<file path="src/design/packed_junk_stream_unpacker_core_defines.svh">
// Assertion macros used by the unpacker controller.
`ifndef PACKED_JUNK_STREAM_UNPACKER_CORE_DEFINES_SVH
`define PACKED_JUNK_STREAM_UNPACKER_CORE_DEFINES_SVH

// The consequent must hold in the same cycle as the antecedent.
`define PJSU_ASSERT_SAME(lbl, ante, cons, msg) \
    lbl: assert property (@(posedge clk) disable iff (!rst_n) (ante) |-> (cons)) \
        else $error(msg);

// The consequent must hold in the cycle after the antecedent.
`define PJSU_ASSERT_NEXT(lbl, ante, cons, msg) \
    lbl: assert property (@(posedge clk) disable iff (!rst_n) (ante) |=> (cons)) \
        else $error(msg);

`endif

</file>
<file path="src/design/pjsu_pkg.sv">
package pjsu_pkg;

    // Generator geometry.
    localparam int unsigned GEN_K       = 521;
    localparam int unsigned GEN_J       = 32;
    localparam int unsigned SEED_WORDS  = 17;
    localparam int unsigned SEED_BYTES  = 68;
    localparam int unsigned EXP_SHL     = 23;
    localparam int unsigned EXP_SHR     = 9;
    localparam int unsigned ADDR_W      = $clog2(GEN_K + 1);

    // Chunk length limit and field width.
    localparam int unsigned MAX_CHUNK_BYTES = 2097152;
    localparam int unsigned LEN_W           = 22;

    typedef enum logic [1:0] {
        OP_START  = 2'd0,
        OP_STREAM = 2'd1,
        OP_PULL   = 2'd2,
        OP_RSVD   = 2'd3
    } op_t;

    typedef enum logic [2:0] {
        RD_X17,
        RD_X16,
        RD_ELEM,
        RD_OTHER,
        RD_GIDX
    } rd_sel_t;

    // Commands from the controller to the datapath.
    typedef struct packed {
        rd_sel_t rd_sel;
        logic    load_a;
        logic    wr_expand;
        logic    wr_adv;
        logic    elem_clr;
        logic    elem_inc;
        logic    pull_emit;
    } cmd_t;

    // Status from the datapath to the controller.
    typedef struct packed {
        logic xpand_req;
        logic pull_req;
        logic pull_wrap;
        logic elem_last;
        logic out_busy;
    } status_t;

endpackage

</file>
<file path="src/design/pjsu_ctrl.sv">
`include "packed_junk_stream_unpacker_core_defines.svh"

module pjsu_ctrl (
    input  logic              clk,
    input  logic              rst_n,
    input  pjsu_pkg::status_t status,
    output pjsu_pkg::cmd_t    cmd,
    output logic              in_ready
);

    typedef enum logic [3:0] {
        S_IDLE, S_XA, S_XB, S_XC, S_AA, S_AB, S_AC, S_PA, S_PB
    } state_t;

    state_t     state_reg, state_next;
    logic [1:0] adv_left_reg, adv_left_next;
    logic       pend_reg, pend_next;

    // Sequencer for expansion, advance passes and junk reads.
    always_comb
    begin
        state_next    = state_reg;
        adv_left_next = adv_left_reg;
        pend_next     = pend_reg;
        cmd           = '0;
        cmd.rd_sel    = pjsu_pkg::RD_GIDX;
        unique case (state_reg)
            S_IDLE:
            begin
                if (status.xpand_req)
                    state_next = S_XA;
                else if (status.pull_req)
                begin
                    if (status.pull_wrap)
                    begin
                        state_next    = S_AA;
                        adv_left_next = 2'd0;
                        pend_next     = 1'b1;
                    end
                    else
                        state_next = S_PA;
                end
            end
            S_XA:
            begin
                cmd.rd_sel = pjsu_pkg::RD_X17;
                state_next = S_XB;
            end
            S_XB:
            begin
                cmd.rd_sel = pjsu_pkg::RD_X16;
                cmd.load_a = 1'b1;
                state_next = S_XC;
            end
            S_XC:
            begin
                cmd.wr_expand = 1'b1;
                if (status.elem_last)
                begin
                    cmd.elem_clr  = 1'b1;
                    adv_left_next = 2'd3;
                    pend_next     = 1'b0;
                    state_next    = S_AA;
                end
                else
                begin
                    cmd.elem_inc = 1'b1;
                    state_next   = S_XA;
                end
            end
            S_AA:
            begin
                cmd.rd_sel = pjsu_pkg::RD_ELEM;
                state_next = S_AB;
            end
            S_AB:
            begin
                cmd.rd_sel = pjsu_pkg::RD_OTHER;
                cmd.load_a = 1'b1;
                state_next = S_AC;
            end
            S_AC:
            begin
                cmd.wr_adv = 1'b1;
                if (status.elem_last)
                begin
                    cmd.elem_clr = 1'b1;
                    if (adv_left_reg == 2'd0)
                        state_next = pend_reg ? S_PA : S_IDLE;
                    else
                    begin
                        adv_left_next = adv_left_reg - 2'd1;
                        state_next    = S_AA;
                    end
                end
                else
                begin
                    cmd.elem_inc = 1'b1;
                    state_next   = S_AA;
                end
            end
            S_PA:
            begin
                cmd.rd_sel = pjsu_pkg::RD_GIDX;
                pend_next  = 1'b0;
                state_next = S_PB;
            end
            S_PB:
            begin
                cmd.pull_emit = 1'b1;
                state_next    = S_IDLE;
            end
            default:
                state_next = S_IDLE;
        endcase
    end

    // State and pass bookkeeping.
    always_ff @(posedge clk or negedge rst_n)
    begin
        if (!rst_n)
        begin
            state_reg    <= S_IDLE;
            adv_left_reg <= '0;
            pend_reg     <= 1'b0;
        end
        else
        begin
            state_reg    <= state_next;
            adv_left_reg <= adv_left_next;
            pend_reg     <= pend_next;
        end
    end

    assign in_ready = (state_reg == S_IDLE) && !status.out_busy;

    `PJSU_ASSERT_SAME(a_one_writer, 1'b1, $onehot0({cmd.wr_expand, cmd.wr_adv}), "two writers")
    `PJSU_ASSERT_NEXT(a_seed_expands, (state_reg == S_IDLE) && status.xpand_req, state_reg == S_XA, "expansion did not start")
    `PJSU_ASSERT_NEXT(a_wrap_advances, (state_reg == S_IDLE) && !status.xpand_req && status.pull_req && status.pull_wrap, (state_reg == S_AA) && pend_reg, "wrap did not advance")
    `PJSU_ASSERT_SAME(a_busy_not_ready, state_reg != S_IDLE, !in_ready, "ready while busy")

endmodule

</file>
<file path="config.mk">
export PLATFORM = sky130hd
export DESIGN_NAME = pjsu_ctrl
export DESIGN_NICKNAME = d
export VERILOG_FILES = /design/src/design/pjsu_pkg.sv /design/src/design/pjsu_ctrl.sv
export VERILOG_INCLUDE_DIRS = /design/src /design/src/design
export SDC_FILE = /design/constraint.sdc
export NUM_CORES = 1
export LEC_CHECK = 0
export BUFFER_PORTS_ARGS = -buffer_cell sky130_fd_sc_hd__clkbuf_2
export CAP_MARGIN = 25
export CELL_PAD_IN_SITES_DETAIL_PLACEMENT = 0
export CELL_PAD_IN_SITES_GLOBAL_PLACEMENT = 1
export CORE_MARGIN = 10
export CORE_UTILIZATION = 30
export DETAILED_ROUTE_END_ITERATION = 6
export PLACE_DENSITY = 0.63
export SYNTH_ARGS = -nofsm -noshare
export SYNTH_HDL_FRONTEND = slang
export SYNTH_SLANG_ARGS = --single-unit
export TNS_END_PERCENT = 100
</file>
<file path="constraint.sdc">
create_clock -name clk -period 1.9 [get_ports clk]
set_input_delay 0.57 -clock clk [delete_from_list [all_inputs] [get_ports clk]]
set_output_delay 0.57 -clock clk [all_outputs]
set_load 0.02 [all_outputs]
</file>
# Word level (Yosys, flattened, before mapping)
# Cells that the tools add are included.
# Widths: inputs -> output; s select.
dict set report word_totals {
  elab_cells 57
  register_bits 7
  inputBits 7
}
dict set report classes {
  muxes 28
  n_eq_ne 15
  n_addsub 1
  reduce_logical 10
}
# cell count
set ops {}
lappend ops {{$pmux 4 s8} 1}
lappend ops {{$eq 4x3->1 const B} 4}
lappend ops {{$mux 2} 8}
lappend ops {{$mux 3} 4}
lappend ops {{$ne 2x2->1 const B} 6}
lappend ops {{$pmux 3 s4} 1}
lappend ops {{$mux 1} 10}
lappend ops {{$eq 4x2->1 const B} 2}
lappend ops {{$mux 4} 2}
lappend ops {{$reduce_and 7->1} 1}
lappend ops {{$pmux 2 s3} 1}
lappend ops {{$reduce_bool 3->1} 2}
lappend ops {{$reduce_and 5->1} 1}
lappend ops {{$eq 4x1->1 const B} 1}
lappend ops {{$eq 4x4->1 const B} 1}
lappend ops {{$logic_not 4->1} 1}
lappend ops {{$reduce_or 2->1} 2}
lappend ops {{$ne 3x3->1 const B} 1}
lappend ops {{$pmux 1 s3} 1}
lappend ops {{$logic_not 2->1} 1}
lappend ops {{$sub 2x1->2 const B} 1}
lappend ops {{$logic_and 1x1->1} 1}
lappend ops {{$logic_not 1->1} 1}

# Logic depth before layout (Yosys ltp)
dict set report logic_depth {
  depth_word 4
  depth_mapped 6
  ltp_nobuf 5
}

# Least setup slack after synthesis
# OpenSTA, ideal clock, no wires.
dict set report synth_timing {
  kind {register to output}
  startpoint {reg state_reg[2]}
  endpoint {out cmd[2] (netlist bit)}
  path_stages_with_launch 5
  arrival_time_ns 1.328
  t_required_ns 1.330
  setup_slack_ns 0.002
  cell_sequence {dfrtp_1 buf_6 buf_2 xnor2_1 nor3b_1}
}
# item line_no
set synth_lines {}
lappend synth_lines {{start: declaration} pjsu_ctrl.sv:15} ;# state_t state_reg, state_next;
lappend synth_lines {{start signal: assignment} pjsu_ctrl.sv:129} ;# state_reg <= state_next;
lappend synth_lines {{end: declaration} pjsu_ctrl.sv:7} ;# output pjsu_pkg::cmd_t cmd,

# Worst setup path in the final report
dict set report layout_timing {
  startpoint {reg state_reg[0]}
  endpoint {out in_ready}
}
dict set report layout_between {
  elab_chain_cells 2
}
# item line_no
set layout_lines {}
lappend layout_lines {{$logic_not 4->1} pjsu_ctrl.sv:135} ;# assign in_ready = (state_reg == S_IDLE) && !status.out_busy;
lappend layout_lines {{$logic_and 1x1->1} pjsu_ctrl.sv:135}
lappend layout_lines {{end: declaration} pjsu_ctrl.sv:8} ;# output logic in_ready
# No other way between the ends.

==> reports/qor.yml <==
run_status:
  status: "finished with violations"
  violations: "setup timing"
timing:
  period_share_pct: 106
  maxSlewViolCount: 0
  rsz0062_at_grt: "true"
  slew_headroom_pct: 80.0
  setup_violations: 7
  fin_skew_ns: 0.000849
  min_period_ns: 2.02
  hold_viol: 0
  worst_slack_ns: -0.116
  fmax_ghz: 0.496
  worst_pin_slew_ns: 0.300
drt:
  vias: 682
  viasPerCell: 4.94
  drc: 0
  firstDrtPassIters: 3
  avgRoutedWirePerCell_microns: 13.4
  drtAntennaViolNets: 0
  drt_iter0_drc: 17
  wirelength_mm: 1.85
global_routing:
  grt_max_degree: 15
  grt_pass1_vias: 682
  track_usage_pct: 8.83
  grt-ovfl-total: 0
  grt_pass1_wl_mm: 3.02
  antenna_found_initial: 0
yosys:
  yosys_most_used_dff: "dfrtp_1"
  synth_top_area_share_pct: 27.9
  synth_common_cells: "9 x a21oi_1, 7 x dfrtp_1, 7 x nor2_1"
  synth_seq_cells: 7
  synth_cell_types: 33
  synth_area_sq_um: 628
  yosysSeqAreaShare_pct: 27.9
  synthArstFlopShare_pct: 100
  synth.net_count: 85
  ys_warn_count: 0
  synth-edff-count: 0
  avgSynthCellArea_sq_um: 8.16
  yosysTopAreaCell: "dfrtp_1"
  synthTopCellsByArea: "dfrtp_1 28%, a21oi_1 7.2%, nand2b_1 6.0%"
  syn_inst: 77
  yosysMostFrequentCell: "a21oi_1"
placement:
  port_buffers: 16
  place.gp.congestion: 0.791
  hpwl_mm: 1.39
  detailed_place.area_sq_um: 785
pwr:
  total_power_mw: 1.76
  powerDensity_mw_per_mm2: 1730
  leakage_nw: 0.459
  ir_worst_vdd_v: 0.00141
floorplanning:
  std_cell_rows: 16
  start_util_pct: 31.7
  core_area_sq_mm: 0.00198
  dieWidth_microns: 65.8
  fp.dieArea_sq_mm: 0.00432
  io_pins: 17
  die_h_microns: 65.8
layout:
  finish.instance_area_sq_mm: 0.00102
  utilization_pct: 51.3
  area_delta_synth_final_pct: 62.0
  largest_register_ffs: 4
  antenna_cells: 0
  num-fill-cells: 191
  finalNetCount: 120
  layout-drive-gt1-share_pct: 51.4
clock_network:
  clk_pin_slew_ns: 0.05
  cts_tree: "yes"
  cts_buffers: 3
  cts.root.buffer_cell: "clkbuf_4"
  clock-sinks: 7
  clk_latency_ns: 0.25
  ctsLongestPathBuffers: 2
  htree_num_levels: 1
  cts_hold_buffers: 0
setup_path:
  cpLargestDelayFamily: "simple AND/OR/NAND/NOR gates"
  crit_chain: "or4_4 -> nor2_4 -> buf_6"
  critPathLaunchType: "register"
  cp.required_ns: 1.33
  cp.arrival_ns: 1.45
  path_buf_inv: 1
  path_class: "reg2out"
  crit_fanout: 4
  cp_slowest_cell: "or4_4"
  end_kind: "output pin"
  slowest_delay_ns: 0.57
worst_hold_path:
  hp-class: "in2async"
flow_run:
  max_cap_viol_count: 0
layout make-up:
cell class | count | area, sq um | area share, %
multi-input cells | 61 | 468 | 46.0
clock buffers | 4 | 26.3 | 2.58
inverters | 3 | 11.3 | 1.11
repair buffers | 36 | 300 | 29.5
well taps | 27 | 33.8 | 3.32
flip-flops and latches | 7 | 178 | 17.5
metrics by stage:
stage	hold WS (ns)	TNS, ns	setup slack (ns)	cells
finish	0.150	-0.242	-0.116	138
global placement	0.417	0	0.0941	123
global route	0.149	-0.733	-0.173	138
floorplan	0.274	0	0.00205	77
CTS	0.150	-0.541	-0.144	132
detailed placement	0.417	0	0.0939	123
metal layers:
metal / vias up / track usage (%) / wire (microns)
met4: 0 / 4.81 / 41
met3: 4 / 3.22 / 92
li1: 345 / - / -
met5: - / 0 / 0
met1: 319 / 9.91 / 825
met2: 14 / 14.1 / 894
worst reg2reg max path: cells and delay by family (launching register included):
kind	cells	cell delay (ns)
flip-flops	1	0.44
AO/OA/AOI/OAI	2	0.36
multiplexers	1	0.36
buffers and inverters	2	0.32
AND/OR/NAND/NOR	1	0.17
cells by family after synthesis:
kind of cell | after synthesis | share of synthesized area (%)
AOI/OAI and AO/OA | 20 | 20.7
buffers and inverters | 9 | 7.77
muxes | 2 | 3.59
DFF | 7 | 27.9
and+or+nand+nor | 37 | 36.7
xor gates and xnor gates | 1 | 1.39
adders and majority gates | 1 | 1.99
where the power goes:
part           switching, mW  total (mW)  internal [mW]
Combinational          0.649        1.35          0.706
Clock                 0.0527       0.133         0.0800
Sequential            0.0660       0.276          0.210
cell usage in the layout (no fill, tap or decap), drive strengths merged, types with 3 or more instances in the layout:
master,n
o21ai,3
nand2,3
a21oi,9
nor2,8
clkbuf,13
dfrtp,7
nor3,7
nand3b,3
inv,3
buf,27
nand2b,6
what timing repair did:
| item | in CTS | in global routing |
|---|---|---|
| resized for setup | 14 | 27 |
| endpoints found under the setup margin | 8 | 10 |
| pin swaps | 5 | 5 |
| setup buffers | 5 | 6 |
path summary, 6_finish.rpt:
check                                       startpoint                     endpoint  slack, ns  cells after the start
max in group asynchronous                        rst_n     state_reg[2]$_DFFE_PN0P_       1.56                      1
max                           state_reg[0]$_DFFE_PN0P_                     in_ready      -0.12                      3
min                                              rst_n  adv_left_reg[0]$_DFFE_PN0P_       0.15                      1
min in group clk           adv_left_reg[0]$_DFFE_PN0P_  adv_left_reg[0]$_DFFE_PN0P_       0.50                      1
min reg2reg                adv_left_reg[0]$_DFFE_PN0P_  adv_left_reg[0]$_DFFE_PN0P_       0.50                      1
max reg2reg                   state_reg[1]$_DFFE_PN0P_  adv_left_reg[1]$_DFFE_PN0P_       0.12                      6
(Power assumes the default switching activity.)
